File: config.mk
export PLATFORM = sky130hd
export DESIGN_NAME = thick_line_quad_expander
export DESIGN_NICKNAME = d
export VERILOG_FILES = /design/src/hdl/tlq_pkg.sv /design/src/hdl/tlq_front.sv /design/src/hdl/tlq_back.sv /design/src/hdl/thick_line_quad_expander.sv
export SDC_FILE = /design/constraint.sdc
export NUM_CORES = 2
export LEC_CHECK = 0
export BUFFER_PORTS_ARGS = -buffer_cell sky130_fd_sc_hd__buf_2
export CELL_PAD_IN_SITES_DETAIL_PLACEMENT = 0
export CELL_PAD_IN_SITES_GLOBAL_PLACEMENT = 1
export CORE_ASPECT_RATIO = 0.8
export CORE_UTILIZATION = 56
export CTS_BUF_LIST = sky130_fd_sc_hd__clkbuf_4
export DETAILED_ROUTE_END_ITERATION = 12
export PLACE_DENSITY = 0.95
export REMOVE_ABC_BUFFERS = 1
export SLEW_MARGIN = 20
export SYNTH_ARGS = -nofsm -noshare
export SYNTH_HDL_FRONTEND = slang
export SYNTH_SLANG_ARGS = --single-unit
File: constraint.sdc
create_clock -name clk -period 21.8 [get_ports clk]
set_clock_uncertainty 0.1 [all_clocks]
set_input_delay 1.09 -clock clk [delete_from_list [all_inputs] [get_ports clk]]
set_output_delay 1.09 -clock clk [all_outputs]
set_load 0.005 [all_outputs]
File: src/hdl/tlq_pkg.sv
// Shared constants and types for the thick line quad expander.
package tlq_pkg;

    localparam int W_BITS = 12;
    localparam int INDEX_BITS = 16;
    localparam int CORNER_BITS = 2;

    typedef logic [W_BITS-1:0] width_t;
    typedef logic [INDEX_BITS-1:0] index_t;
    typedef logic [CORNER_BITS-1:0] corner_t;

    localparam width_t OFFSET_RESET = 12'd16;
    localparam width_t OFFSET_MAX = 12'hFFF;
    localparam corner_t CORNER_LAST = 2'd3;
    localparam index_t INDEX_STEP = 16'd4;

endpackage

File: src/hdl/tlq_front.sv
// Front end: takes segments, forms direction magnitudes and signs, and queues them.
module tlq_front import tlq_pkg::*; #(
    parameter int COORD_BITS = 16
) (
    input  logic                         clk,
    input  logic                         rst_n,
    input  logic                         push,
    output logic                         full,
    input  logic signed [COORD_BITS-1:0] start_x,
    input  logic signed [COORD_BITS-1:0] start_y,
    input  logic signed [COORD_BITS-1:0] end_x,
    input  logic signed [COORD_BITS-1:0] end_y,
    input  logic                         deq,
    output logic                         dvalid,
    output logic signed [COORD_BITS-1:0] d_sx,
    output logic signed [COORD_BITS-1:0] d_sy,
    output logic signed [COORD_BITS-1:0] d_ex,
    output logic signed [COORD_BITS-1:0] d_ey,
    output logic        [COORD_BITS-1:0] d_ax,
    output logic        [COORD_BITS-1:0] d_ay,
    output logic                         d_negx,
    output logic                         d_negy,
    output logic                         d_degen
);

    localparam int CB = COORD_BITS;

    logic signed [CB:0] dx;
    logic signed [CB:0] dy;
    logic [CB:0]        ndx;
    logic [CB:0]        ndy;
    logic [CB-1:0]      ax;
    logic [CB-1:0]      ay;
    logic               enq;

    logic signed [CB-1:0] q_sx_reg [2];
    logic signed [CB-1:0] q_sy_reg [2];
    logic signed [CB-1:0] q_ex_reg [2];
    logic signed [CB-1:0] q_ey_reg [2];
    logic [CB-1:0]        q_ax_reg [2];
    logic [CB-1:0]        q_ay_reg [2];
    logic                 q_negx_reg [2];
    logic                 q_negy_reg [2];
    logic                 q_degen_reg [2];

    logic       wr_ptr_reg;
    logic       wr_ptr_next;
    logic       rd_ptr_reg;
    logic       rd_ptr_next;
    logic [1:0] cnt_reg;
    logic [1:0] cnt_next;

    always_comb
    begin
        dx  = $signed({end_x[CB-1], end_x}) - $signed({start_x[CB-1], start_x});
        dy  = $signed({end_y[CB-1], end_y}) - $signed({start_y[CB-1], start_y});
        ndx = -dx;
        ndy = -dy;
        ax  = dx[CB] ? ndx[CB-1:0] : dx[CB-1:0];
        ay  = dy[CB] ? ndy[CB-1:0] : dy[CB-1:0];
    end

    assign full   = (cnt_reg == 2'd2);
    assign dvalid = (cnt_reg != 2'd0);
    assign enq    = push && !full;

    always_comb
    begin
        wr_ptr_next = enq ? !wr_ptr_reg : wr_ptr_reg;
        rd_ptr_next = (deq && dvalid) ? !rd_ptr_reg : rd_ptr_reg;
        cnt_next    = cnt_reg + 2'(enq) - 2'(deq && dvalid);
    end

    always_ff @(posedge clk or negedge rst_n)
    begin
        if (!rst_n)
        begin
            wr_ptr_reg <= 1'b0;
            rd_ptr_reg <= 1'b0;
            cnt_reg    <= 2'd0;
        end
        else
        begin
            wr_ptr_reg <= wr_ptr_next;
            rd_ptr_reg <= rd_ptr_next;
            cnt_reg    <= cnt_next;
        end
    end

    always_ff @(posedge clk)
    begin
        if (enq)
        begin
            q_sx_reg[wr_ptr_reg]    <= start_x;
            q_sy_reg[wr_ptr_reg]    <= start_y;
            q_ex_reg[wr_ptr_reg]    <= end_x;
            q_ey_reg[wr_ptr_reg]    <= end_y;
            q_ax_reg[wr_ptr_reg]    <= ax;
            q_ay_reg[wr_ptr_reg]    <= ay;
            q_negx_reg[wr_ptr_reg]  <= dx[CB];
            q_negy_reg[wr_ptr_reg]  <= dy[CB];
            q_degen_reg[wr_ptr_reg] <= (dx == '0) && (dy == '0);
        end
    end

    assign d_sx    = q_sx_reg[rd_ptr_reg];
    assign d_sy    = q_sy_reg[rd_ptr_reg];
    assign d_ex    = q_ex_reg[rd_ptr_reg];
    assign d_ey    = q_ey_reg[rd_ptr_reg];
    assign d_ax    = q_ax_reg[rd_ptr_reg];
    assign d_ay    = q_ay_reg[rd_ptr_reg];
    assign d_negx  = q_negx_reg[rd_ptr_reg];
    assign d_negy  = q_negy_reg[rd_ptr_reg];
    assign d_degen = q_degen_reg[rd_ptr_reg];

endmodule

File: src/hdl/tlq_back.sv
// Back end: offset search on a shared shift-add multiplier, then emits the four corners.
module tlq_back import tlq_pkg::*; #(
    parameter int COORD_BITS = 16
) (
    input  logic                         clk,
    input  logic                         rst_n,
    input  logic                         dvalid,
    output logic                         deq,
    input  logic signed [COORD_BITS-1:0] d_sx,
    input  logic signed [COORD_BITS-1:0] d_sy,
    input  logic signed [COORD_BITS-1:0] d_ex,
    input  logic signed [COORD_BITS-1:0] d_ey,
    input  logic        [COORD_BITS-1:0] d_ax,
    input  logic        [COORD_BITS-1:0] d_ay,
    input  logic                         d_negx,
    input  logic                         d_negy,
    input  logic                         d_degen,
    input  width_t                       offset_width,
    output logic                         empty,
    input  logic                         pop,
    output logic signed [COORD_BITS-1:0] vertex_x,
    output logic signed [COORD_BITS-1:0] vertex_y,
    output corner_t                      corner,
    output index_t                       base_index,
    output logic                         degenerate,
    output logic                         saturated,
    output logic                         last
);

    localparam int CB = COORD_BITS;
    localparam int PW = 2 * CB + 27;
    localparam int MB = (CB > 26) ? CB : 26;
    localparam int SW = ((CB > 13) ? CB : 13) + 2;

    localparam logic [3:0] S_IDLE = 4'd0;
    localparam logic [3:0] S_MUL  = 4'd1;
    localparam logic [3:0] S_SQX  = 4'd2;
    localparam logic [3:0] S_SQY  = 4'd3;
    localparam logic [3:0] S_RX   = 4'd4;
    localparam logic [3:0] S_ITER = 4'd5;
    localparam logic [3:0] S_CMP  = 4'd6;
    localparam logic [3:0] S_RY   = 4'd7;
    localparam logic [3:0] S_EMIT = 4'd8;

    localparam logic signed [SW-1:0] C_TOP = {{(SW-CB+1){1'b0}}, {(CB-1){1'b1}}};
    localparam logic signed [SW-1:0] C_BOT = {{(SW-CB+1){1'b1}}, {(CB-1){1'b0}}};

    logic [3:0] state_reg;
    logic [3:0] state_next;
    logic [3:0] ret_reg;
    logic [3:0] ret_next;
    corner_t    k_reg;
    corner_t    k_next;
    index_t     base_reg;
    index_t     base_next;
    logic       out_valid_reg;
    logic       out_valid_next;

    logic signed [CB-1:0] sx_reg, sx_next, sy_reg, sy_next;
    logic signed [CB-1:0] ex_reg, ex_next, ey_reg, ey_next;
    logic [CB-1:0]        ay_reg, ay_next;
    logic                 negx_reg, negx_next, negy_reg, negy_next;
    logic                 degen_reg, degen_next;
    logic [2*CB-1:0]      sqx_reg, sqx_next, sqy_reg, sqy_next;
    logic [2*CB:0]        s_reg, s_next;
    logic [PW-1:0]        rhs_reg, rhs_next;
    width_t               lo_reg, lo_next, hi_reg, hi_next, n_reg, n_next;
    width_t               ox_reg, ox_next, oy_reg, oy_next;
    logic                 comp_y_reg, comp_y_next;
    logic [PW-1:0]        ma_reg, ma_next, acc_reg, acc_next;
    logic [MB-1:0]        mb_reg, mb_next;

    logic signed [CB-1:0] vx_out_reg, vx_out_next, vy_out_reg, vy_out_next;
    corner_t              corner_out_reg, corner_out_next;
    index_t               base_out_reg, base_out_next;
    logic                 degen_out_reg, degen_out_next;
    logic                 sat_out_reg, sat_out_next;

    logic [PW-1:0]        part;
    logic [12:0]          mid_sum;
    width_t               mid;
    logic [12:0]          t;
    logic [25:0]          tt;
    logic [23:0]          wsq;
    logic [25:0]          w4;
    logic signed [SW-1:0] oxs, oys, px, py, vx, vy;
    logic                 sat_x, sat_y;
    logic                 load;

    always_comb
    begin
        part    = ma_reg * PW'(mb_reg[3:0]);
        mid_sum = {1'b0, lo_reg} + {1'b0, hi_reg} + 13'd1;
        mid     = mid_sum[12:1];
        t       = {mid, 1'b0} - 13'd1;
        tt      = 26'(t) * 26'(t);
        wsq     = 24'(offset_width) * 24'(offset_width);
        w4      = {wsq, 2'b00};
    end

    always_comb
    begin
        oxs = negx_reg ? -SW'(ox_reg) : SW'(ox_reg);
        oys = negy_reg ? -SW'(oy_reg) : SW'(oy_reg);
        px  = k_reg[1] ? SW'(ex_reg) : SW'(sx_reg);
        py  = k_reg[1] ? SW'(ey_reg) : SW'(sy_reg);
        vx  = !k_reg[0] ? px - oys : px + oys;
        vy  = !k_reg[0] ? py + oxs : py - oxs;
        sat_x = (vx > C_TOP) || (vx < C_BOT);
        sat_y = (vy > C_TOP) || (vy < C_BOT);
    end

    always_comb
    begin
        state_next      = state_reg;
        ret_next        = ret_reg;
        k_next          = k_reg;
        base_next       = base_reg;
        sx_next         = sx_reg;
        sy_next         = sy_reg;
        ex_next         = ex_reg;
        ey_next         = ey_reg;
        ay_next         = ay_reg;
        negx_next       = negx_reg;
        negy_next       = negy_reg;
        degen_next      = degen_reg;
        sqx_next        = sqx_reg;
        sqy_next        = sqy_reg;
        s_next          = s_reg;
        rhs_next        = rhs_reg;
        lo_next         = lo_reg;
        hi_next         = hi_reg;
        n_next          = n_reg;
        ox_next         = ox_reg;
        oy_next         = oy_reg;
        comp_y_next     = comp_y_reg;
        ma_next         = ma_reg;
        mb_next         = mb_reg;
        acc_next        = acc_reg;
        deq             = 1'b0;
        load            = 1'b0;
        vx_out_next     = vx_out_reg;
        vy_out_next     = vy_out_reg;
        corner_out_next = corner_out_reg;
        base_out_next   = base_out_reg;
        degen_out_next  = degen_out_reg;
        sat_out_next    = sat_out_reg;

        unique case (state_reg)
            S_IDLE:
            begin
                if (dvalid)
                begin
                    deq        = 1'b1;
                    sx_next    = d_sx;
                    sy_next    = d_sy;
                    ex_next    = d_ex;
                    ey_next    = d_ey;
                    ay_next    = d_ay;
                    negx_next  = d_negx;
                    negy_next  = d_negy;
                    degen_next = d_degen;
                    k_next     = '0;
                    if (d_degen)
                    begin
                        ox_next    = '0;
                        oy_next    = '0;
                        state_next = S_EMIT;
                    end
                    else
                    begin
                        ma_next    = PW'(d_ax);
                        mb_next    = MB'(d_ax);
                        acc_next   = '0;
                        ret_next   = S_SQX;
                        state_next = S_MUL;
                    end
                end
            end
            S_MUL:
            begin
                acc_next = acc_reg + part;
                ma_next  = ma_reg << 4;
                mb_next  = mb_reg >> 4;
                if (mb_reg[MB-1:4] == '0)
                begin
                    state_next = ret_reg;
                end
            end
            S_SQX:
            begin
                sqx_next   = acc_reg[2*CB-1:0];
                ma_next    = PW'(ay_reg);
                mb_next    = MB'(ay_reg);
                acc_next   = '0;
                ret_next   = S_SQY;
                state_next = S_MUL;
            end
            S_SQY:
            begin
                sqy_next   = acc_reg[2*CB-1:0];
                s_next     = {1'b0, sqx_reg} + {1'b0, acc_reg[2*CB-1:0]};
                ma_next    = PW'(sqx_reg);
                mb_next    = MB'(w4);
                acc_next   = '0;
                ret_next   = S_RX;
                state_next = S_MUL;
            end
            S_RX:
            begin
                rhs_next    = acc_reg;
                lo_next     = '0;
                hi_next     = OFFSET_MAX;
                comp_y_next = 1'b0;
                state_next  = S_ITER;
            end
            S_ITER:
            begin
                if (lo_reg < hi_reg)
                begin
                    n_next     = mid;
                    ma_next    = PW'(s_reg);
                    mb_next    = MB'(tt);
                    acc_next   = '0;
                    ret_next   = S_CMP;
                    state_next = S_MUL;
                end
                else if (!comp_y_reg)
                begin
                    ox_next     = lo_reg;
                    comp_y_next = 1'b1;
                    ma_next     = PW'(sqy_reg);
                    mb_next     = MB'(w4);
                    acc_next    = '0;
                    ret_next    = S_RY;
                    state_next  = S_MUL;
                end
                else
                begin
                    oy_next    = lo_reg;
                    state_next = S_EMIT;
                end
            end
            S_CMP:
            begin
                if (acc_reg <= rhs_reg)
                begin
                    lo_next = n_reg;
                end
                else
                begin
                    hi_next = n_reg - 12'd1;
                end
                state_next = S_ITER;
            end
            S_RY:
            begin
                rhs_next   = acc_reg;
                lo_next    = '0;
                hi_next    = OFFSET_MAX;
                state_next = S_ITER;
            end
            S_EMIT:
            begin
                if (!out_valid_reg || pop)
                begin
                    load            = 1'b1;
                    vx_out_next     = sat_x ? (vx > C_TOP ? C_TOP[CB-1:0] : C_BOT[CB-1:0])
                                            : vx[CB-1:0];
                    vy_out_next     = sat_y ? (vy > C_TOP ? C_TOP[CB-1:0] : C_BOT[CB-1:0])
                                            : vy[CB-1:0];
                    corner_out_next = k_reg;
                    base_out_next   = base_reg;
                    degen_out_next  = degen_reg;
                    sat_out_next    = sat_x || sat_y;
                    k_next          = k_reg + 2'd1;
                    if (k_reg == CORNER_LAST)
                    begin
                        base_next  = base_reg + INDEX_STEP;
                        state_next = S_IDLE;
                    end
                end
            end
            default:
            begin
                state_next = S_IDLE;
            end
        endcase

        out_valid_next = load || (out_valid_reg && !pop);
    end

    always_ff @(posedge clk or negedge rst_n)
    begin
        if (!rst_n)
        begin
            state_reg     <= S_IDLE;
            ret_reg       <= S_IDLE;
            k_reg         <= '0;
            base_reg      <= '0;
            out_valid_reg <= 1'b0;
        end
        else
        begin
            state_reg     <= state_next;
            ret_reg       <= ret_next;
            k_reg         <= k_next;
            base_reg      <= base_next;
            out_valid_reg <= out_valid_next;
        end
    end

    always_ff @(posedge clk)
    begin
        sx_reg         <= sx_next;
        sy_reg         <= sy_next;
        ex_reg         <= ex_next;
        ey_reg         <= ey_next;
        ay_reg         <= ay_next;
        negx_reg       <= negx_next;
        negy_reg       <= negy_next;
        degen_reg      <= degen_next;
        sqx_reg        <= sqx_next;
        sqy_reg        <= sqy_next;
        s_reg          <= s_next;
        rhs_reg        <= rhs_next;
        lo_reg         <= lo_next;
        hi_reg         <= hi_next;
        n_reg          <= n_next;
        ox_reg         <= ox_next;
        oy_reg         <= oy_next;
        comp_y_reg     <= comp_y_next;
        ma_reg         <= ma_next;
        mb_reg         <= mb_next;
        acc_reg        <= acc_next;
        vx_out_reg     <= vx_out_next;
        vy_out_reg     <= vy_out_next;
        corner_out_reg <= corner_out_next;
        base_out_reg   <= base_out_next;
        degen_out_reg  <= degen_out_next;
        sat_out_reg    <= sat_out_next;
    end

    assign empty      = !out_valid_reg;
    assign vertex_x   = vx_out_reg;
    assign vertex_y   = vy_out_reg;
    assign corner     = corner_out_reg;
    assign base_index = base_out_reg;
    assign degenerate = degen_out_reg;
    assign saturated  = sat_out_reg;
    assign last       = (corner_out_reg == CORNER_LAST);

endmodule

File: src/hdl/thick_line_quad_expander.sv
// Top level of the thick line quad expander: segment in, four quad corners out.
// Usage: push a segment (start_x, start_y, end_x, end_y) while full is low; each
// segment yields four vertex beats in corner order start-left, start-right,
// end-left, end-right, read while empty is low and taken with pop.
// Every beat carries the segment's base index, which advances by four per
// segment and wraps at 65536, so the triangles are base+0,1,2 and base+2,1,3.
// cfg_we writes offset_width (unsigned Q8.4) from cfg_wdata; write it only
// while the block is idle.
// A segment of nonzero length goes through the offset search on the shift-add
// multiplier, which retires four bits per cycle: a dequeue step, two squares,
// two right-hand products, and per component twelve trial compares plus one
// closing step. The four corners then leave one per cycle while the receiver
// keeps taking them with pop.
// A zero-length segment skips the search.
// A two-entry queue in front takes new segments while the back end works.
// When the receiver stalls, the held vertex stays on the ports and the back
// end waits; the front queue fills and raises full.
// Reset clears the queues, the base index and sets offset_width to 1.0.
module thick_line_quad_expander import tlq_pkg::*; #(
    parameter int COORD_BITS = 16
) (
    input  logic                         clk,
    input  logic                         rst_n,
    input  logic                         push,
    output logic                         full,
    input  logic signed [COORD_BITS-1:0] start_x,
    input  logic signed [COORD_BITS-1:0] start_y,
    input  logic signed [COORD_BITS-1:0] end_x,
    input  logic signed [COORD_BITS-1:0] end_y,
    input  logic                         cfg_we,
    input  width_t                       cfg_wdata,
    output logic                         empty,
    input  logic                         pop,
    output logic signed [COORD_BITS-1:0] vertex_x,
    output logic signed [COORD_BITS-1:0] vertex_y,
    output corner_t                      corner,
    output index_t                       base_index,
    output logic                         degenerate,
    output logic                         saturated,
    output logic                         last
);

    width_t offset_width_reg;
    width_t offset_width_next;

    logic                         dvalid;
    logic                         deq;
    logic signed [COORD_BITS-1:0] d_sx, d_sy, d_ex, d_ey;
    logic        [COORD_BITS-1:0] d_ax, d_ay;
    logic                         d_negx, d_negy, d_degen;

    assign offset_width_next = cfg_we ? cfg_wdata : offset_width_reg;

    always_ff @(posedge clk or negedge rst_n)
    begin
        if (!rst_n)
        begin
            offset_width_reg <= OFFSET_RESET;
        end
        else
        begin
            offset_width_reg <= offset_width_next;
        end
    end

    tlq_front #(.COORD_BITS(COORD_BITS)) u_front (
        .clk     (clk),
        .rst_n   (rst_n),
        .push    (push),
        .full    (full),
        .start_x (start_x),
        .start_y (start_y),
        .end_x   (end_x),
        .end_y   (end_y),
        .deq     (deq),
        .dvalid  (dvalid),
        .d_sx    (d_sx),
        .d_sy    (d_sy),
        .d_ex    (d_ex),
        .d_ey    (d_ey),
        .d_ax    (d_ax),
        .d_ay    (d_ay),
        .d_negx  (d_negx),
        .d_negy  (d_negy),
        .d_degen (d_degen)
    );

    tlq_back #(.COORD_BITS(COORD_BITS)) u_back (
        .clk          (clk),
        .rst_n        (rst_n),
        .dvalid       (dvalid),
        .deq          (deq),
        .d_sx         (d_sx),
        .d_sy         (d_sy),
        .d_ex         (d_ex),
        .d_ey         (d_ey),
        .d_ax         (d_ax),
        .d_ay         (d_ay),
        .d_negx       (d_negx),
        .d_negy       (d_negy),
        .d_degen      (d_degen),
        .offset_width (offset_width_reg),
        .empty        (empty),
        .pop          (pop),
        .vertex_x     (vertex_x),
        .vertex_y     (vertex_y),
        .corner       (corner),
        .base_index   (base_index),
        .degenerate   (degenerate),
        .saturated    (saturated),
        .last         (last)
    );

    a_deq_needs_entry: assert property (@(posedge clk) disable iff (!rst_n)
        deq |-> dvalid)
        else $error("back end dequeued from an empty front queue");

    a_full_has_entry: assert property (@(posedge clk) disable iff (!rst_n)
        full |-> dvalid)
        else $error("front queue full without a valid entry");

    a_corner_order: assert property (@(posedge clk) disable iff (!rst_n)
        (!empty && pop && !last) ##1 !empty |-> corner == 2'($past(corner, 1) + 2'd1))
        else $error("corners of a segment left out of order");

    a_base_within_segment: assert property (@(posedge clk) disable iff (!rst_n)
        (!empty && pop && !last) ##1 !empty |-> base_index == $past(base_index, 1))
        else $error("base index changed within a segment");

endmodule
### Word level (Yosys, flattened, before mapping)

Memory sizes are Yosys's and may differ from the RTL's. A register that Yosys moved wholly into a read port is not among the register bits.
Index checks and enable logic that the tools add are counted.

* add/sub/neg operators: 20
* $mul: 3
* magnitude comparators: 6
* eq/ne operators: 23
* muxes and demuxes: 63
* reduce and logical (&&, ||, !) cells: 43

Operator list (number)
* $mux 59: 8
* $pmux 59 s5: 1
* $pmux 59 s4: 1
* $pmux 26 s5: 1
* $mux 18: 6
* $mux 26: 4
* $mux 12: 8
* $mux 16: 6
* $pmux 12 s2: 4
* $add 59x59->59: 1
* $le 59x59->1: 1
* $mul 59x4->59: 1
* $mux 4: 11
* $add 18x18->18: 2
* $gt 18x16->1 const B: 2
* $lt 18x16->1 const B: 2
* $neg 12->18: 2
* $sub 18x18->18: 2
* $logic_not 17->1: 2
* $sub 16x16->17: 2
* $add 32x32->33: 1
* $neg 16->16: 2
* $mul 13x13->26: 1
* $mul 12x12->24: 1
* 37 further kinds: 86

* flip-flop bits (word level): 457
* memory bits (writable): 198
* word-level logic and storage cells: 196
* memories kept: 9

Memory list
* u_front.q_ax_reg: depth 2, bits a word 16, rd ports 1, clocked after Yosys merged registers in 0, write ports 1, line tlq_front.sv:40 `logic [CB-1:0] q_ax_reg [2];`
* u_front.q_ay_reg: depth 2, bits a word 16, rd ports 1, clocked after Yosys merged registers in 1, write ports 1, line tlq_front.sv:41 `logic [CB-1:0] q_ay_reg [2];`
* u_front.q_ex_reg: depth 2, bits a word 16, rd ports 1, clocked after Yosys merged registers in 1, write ports 1, line tlq_front.sv:38 `logic signed [CB-1:0] q_ex_reg [2];`
* u_front.q_ey_reg: depth 2, bits a word 16, rd ports 1, clocked after Yosys merged registers in 1, write ports 1, line tlq_front.sv:39 `logic signed [CB-1:0] q_ey_reg [2];`
* u_front.q_sx_reg: depth 2, bits a word 16, rd ports 1, clocked after Yosys merged registers in 1, write ports 1, line tlq_front.sv:36 `logic signed [CB-1:0] q_sx_reg [2];`
* u_front.q_sy_reg: depth 2, bits a word 16, rd ports 1, clocked after Yosys merged registers in 1, write ports 1, line tlq_front.sv:37 `logic signed [CB-1:0] q_sy_reg [2];`
* 3 more memories

### Longest topological paths before layout

* word-level depth: 7
* gate-level depth with buffers: 36
* gate-level depth less buffers: 34

### By module

Synthesis repeated with hierarchy kept, for this count alone.

* cell total of the unflattened synthesis: 4670
* area, all modules: 52465.3 µm²

By module, submodules not included
* tlq_back: times used 1, cells each 3948, area each 42061.6 µm²
* tlq_front: times used 1, cells each 697, area each 9918.3 µm²
* thick_line_quad_expander: times used 1, cells each 25, area each 485.5 µm²

### Worst setup path after synthesis

OpenSTA, ideal clock, no wires.

* path type: reg-to-reg
* from: register u_back.lo_reg[4]
* to: register u_back.ma_reg[0], enable pin
* arrival time: 8.254 ns
* slack: 12.791 ns
* cell stages (with the launch flop): 12
* buffers on the path: 2
* clock period less this slack: 9.009 ns
* cell sequence: edfxtp_1 -> ha_1 -> clkbuf_1 -> a21o_1 -> a21oi_1 -> o21ai_0 -> a31oi_1 -> o31ai_1 -> clkbuf_1 -> a21oi_1 -> nor2_1 -> a211oi_1

* cells in the longest elaborated chain, start to end: 3

Ends and longest elaborated chain
* from (decl): line tlq_back.sv:67 `width_t lo_reg, lo_next, hi_reg, hi_next, n_reg, n_next;`
* from (signal assigned): line tlq_back.sv:327 `lo_reg <= lo_next;`
* $lt 12x12->1: line tlq_back.sv:219 `if (lo_reg < hi_reg)`
* $ne 3x3->1 (no line)
* $reduce_and 4->1 (no line)
* to (signal assigned): line tlq_back.sv:333 `ma_reg <= ma_next;`
* to (decl): line tlq_back.sv:70 `logic [PW-1:0] ma_reg, ma_next, acc_reg, acc_next;`

Every way passes these cells.
A chain may end at the register's enable or synchronous reset.

### Worst setup path after layout

* from: register u_back.lo_reg[0]
* to: register u_back.mb_reg[21], data pin

* cells in the longest elaborated chain, start to end: 6

Ends and longest elaborated chain
* $add 12x12->13: line tlq_back.sv:93 `mid_sum = {1'b0, lo_reg} + {1'b0, hi_reg} + 13'd1;`
* $add 13x1->13: line tlq_back.sv:93
* $sub 13x1->13: line tlq_back.sv:95 `t = {mid, 1'b0} - 13'd1;`
* $mul 13x13->26: line tlq_back.sv:96 `tt = 26'(t) * 26'(t);`
* $mux 26 (*): line tlq_back.sv:219
* $pmux 26 s5 (*): line tlq_back.sv:149 `unique case (state_reg)`
* named net u_back.mb_next[21]: line tlq_back.sv:71 `logic [MB-1:0] mb_reg, mb_next;`
* to (signal assigned): line tlq_back.sv:334 `mb_reg <= mb_next;`
* to (decl): line tlq_back.sv:71

Mark *: on every way through the listed nets, which the timed path passes. The rest lies on a longest branch.

==> results by group <==
Status
  • Status: completed

Clock network
  • Clock sink count: 732
  • Clk_lat worst skew: 1.09 ns
  • Clock buffer depth: 3
  • Number of setup buffers added after CTS: 0
  • H-tree levels: 4
  • Reg clk slew, reported paths: 0.08 ns
  • CTS Root Cell: clkbuf_4
  • CTS tree: built
  • Cts bufs inserted: 182

Synth
  • Cell taking the most area after synthesis: edfxtp_1
  • Synth Flop Type: edfxtp_1
  • Seq/Total Area, Yosys: 0.416
  • Area share of the largest cell type after synthesis: 0.396
  • Mean area per synthesized cell: 11.1 µm²
  • Synth Warn #: 0
  • EDFF count, synth: 692
  • Synth top cells by count: edfxtp_1, inv_1, nand2_1, ha_1, fa_1
  • Mapped Area: 52400 µm²
  • Top cells by area, synth: edfxtp_1, fa_1, ha_1
  • Most common cell in the netlist: edfxtp_1
  • Yosys cell types: 100
  • Ys async rst share: 0.0546
  • Flops & latches, synth: 732
  • Synthesized netlist cell count: 4731

Global route
  • Initial antenna violation count: 7
  • Top Usage Layer GRT: met2
  • Gr usage total: 0.270
  • Met1 Usage GRT: 0.398
  • Vias in the first global route: 36900
  • Met3 Track Usage GR: 0.0483
  • GR met2 Demand/Resource: 0.408
  • Largest net degree at the start of global routing: 89
  • GRT Residual Overflow: 0
  • First-pass GRT wire length: 201000 µm

Placement
  • Placer Congestion: 0.906
  • Port bufs: 133
  • Post-DP HPWL: 91500 µm

Final layout
  • Area growth from synthesis to layout: 8.15%
  • Final-layout fill cell count: 7318
  • Layout Utilization: 0.617
  • Ratio of cells with drive above 1 in the final layout: 0.127
  • Final net count: 5739
  • Multi-input gate area: 28000 µm²
  • Storage cell area: 21800 µm²

STA
  • Final hold vios: 0
  • Unrepaired setup endpoints after global routing: false
  • Max_slew headroom: 0.257
  • Worst-margin pin slew: 1.10 ns
  • Setup TNS: 0 ns
  • Highest clock rate: 0.110 GHz
  • Final Cycle Share: 0.416
  • Min Clock Period, post-route: 9.07 ns
  • # setup viols final: 0
  • Max-slew violations: 0

Hold path
  • Hold_sp: end_x[0]
  • Worst Hold Class: in -> reg
  • Hold Path End: u_front.q_ex_reg[0][0]
  • Hold depth: 1

Worst setup path
  • Max FO, Critical Path: 9
  • Crit start category: register
  • Worst r2r src: u_back.lo_reg[0]
  • Critical Path RT: 22.50 ns
  • CP arrival: 9.77 ns
  • Crit-path slowest cell: or4_1
  • Worst setup EP type: register
  • Register-to-Register Path Depth: 31
  • Flop-to-flop setup slack: 12.73 ns
  • Crit-path most repeated cell: inv_1
  • Worst Setup Path Type: reg -> reg
  • Reg-to-reg endpoint: u_back.mb_reg[21]
  • Max stage delay on crit path: 0.59 ns

Routing
  • Vias/cell: 5.84
  • Post-route DRC: 0
  • Via count: 36700
  • Initial DRC Count: 3311
  • Detailed Route WL: 124000 µm
  • Pre-antenna DRT Iters: 6
  • Drt wl/cell: 19.8 µm
  • Post-route ant nets: 0

Die
  • # IOs: 136
  • Die Y: 276 µm
  • Initial Utilization: 0.570
  • FP Rows: 99
  • Die width: 344 µm
  • DIE AREA: 94800 µm²
  • Core area: 91900 µm²

Run
  • Max-cap violations: 0
==> worst max-delay path, delay by kind of cell, from the launching register on <==
kind	cells	cell delay, ns
xor+xnor	3	1.12
buf+inv	9	0.73
flops	1	0.38
mux	1	0.11
simple gates	8	1.96
compound gates	2	0.74
fa+ha+maj	8	3.69
==> through the flow <==
step | cells | area, µm² | setup slack, ns | hold WS, ns
3_3_place_gp | 5959 | 54300 | 12.97 | 0.302
4_1_cts | 6279 | 56700 | 12.72 | 0.0107
6_report | 6285 | 56700 | 12.73 | 0.121
3_5_place_dp | 5959 | 54300 | 12.76 | 0.307
5_1_grt | 6284 | 56700 | 12.08 | 0.0493
2_1_floorplan | 4584 | 51800 | 11.77 | 0.300
==> cell usage in the layout, fill, tap and decap left out, types with 12 or more instances in the layout <==
cell type,count
edfxtp_1,692
inv_1,540
nand2_1,401
ha_1,377
fa_1,349
clkbuf_4,261
nor2_1,260
a21oi_1,226
xnor2_1,173
and2_1,173
o21ai_0,150
buf_2,133
mux2_2,127
xor2_1,110
a21o_1,97
nor3_1,76
mux2i_1,63
nand3_1,56
nand2b_1,45
nor2b_1,44
nand4_1,41
clkinv_1,41
dfrtp_1,38
o21a_1,33
and3_1,32
a31oi_1,32
a211oi_1,30
buf_4,30
o31ai_1,28
a22oi_1,27
o21bai_1,24
o21ai_1,22
nor4_1,21
or3_1,20
o211ai_1,19
a2111oi_0,13
o22ai_1,12
or2_2,12
==> what timing repair did <==
| action | in CTS | in global routing |
|---|---|---|
| hold buffers | 1 | 0 |
| resized for setup | 0 | 0 |
| endpoints found under the hold margin | 9 | 0 |
==> cell families (layout without fill, tap and decap cells) <==
family                   after synthesis  in the layout  synth area share
adder cells (fa/ha/maj)              726            726             0.223
AO/OA/AOI/OAI                        846            846             0.106
buffers and inverters                703           1038            0.0512
AND/OR/NAND/NOR                     1246           1246             0.116
multiplexers                         190            190            0.0393
flip-flops                           732            732             0.416
other                                  1              8         0.0000715
XOR/XNOR                             287            287            0.0489
==> per-layer routing <==
| layer | part of all wire | routed length (µm) |
|---|---|---|
| met1 | 0.45 | 56300 |
| met5 | 0.000096 | 12 |
| met4 | 0.023 | 2870 |
| met3 | 0.081 | 10100 |
| met2 | 0.44 | 55100 |
==> worst max path at each step <==
stage	from	end	depth (start not counted)
after floorplan	u_front.rd_ptr_reg	u_back.ma_reg[0]	2
after global placement	u_back.lo_reg[0]	u_back.mb_reg[21]	30
after detailed placement	u_back.lo_reg[0]	u_back.mb_reg[21]	31
after CTS	u_back.lo_reg[0]	u_back.mb_reg[21]	31
after global routing	u_back.lo_reg[0]	u_back.mb_reg[25]	32
final	u_back.lo_reg[0]	u_back.mb_reg[21]	31
==> cell type report <==
class,instances,share of cell area
Tap cell,1212,0.0268
Clock buffer,261,0.0346
Antenna cell,6,0.000265
Multi-Input combinational cell,3297,0.495
Inverter,555,0.0368
Sequential cell,732,0.384
Timing Repair Buffer,164,0.0159
Clock inverter,58,0.00662
Power is left out: the tool's default activity adds up to more than one toggle a clock period on the data nets, which glitch-free logic cannot reach.
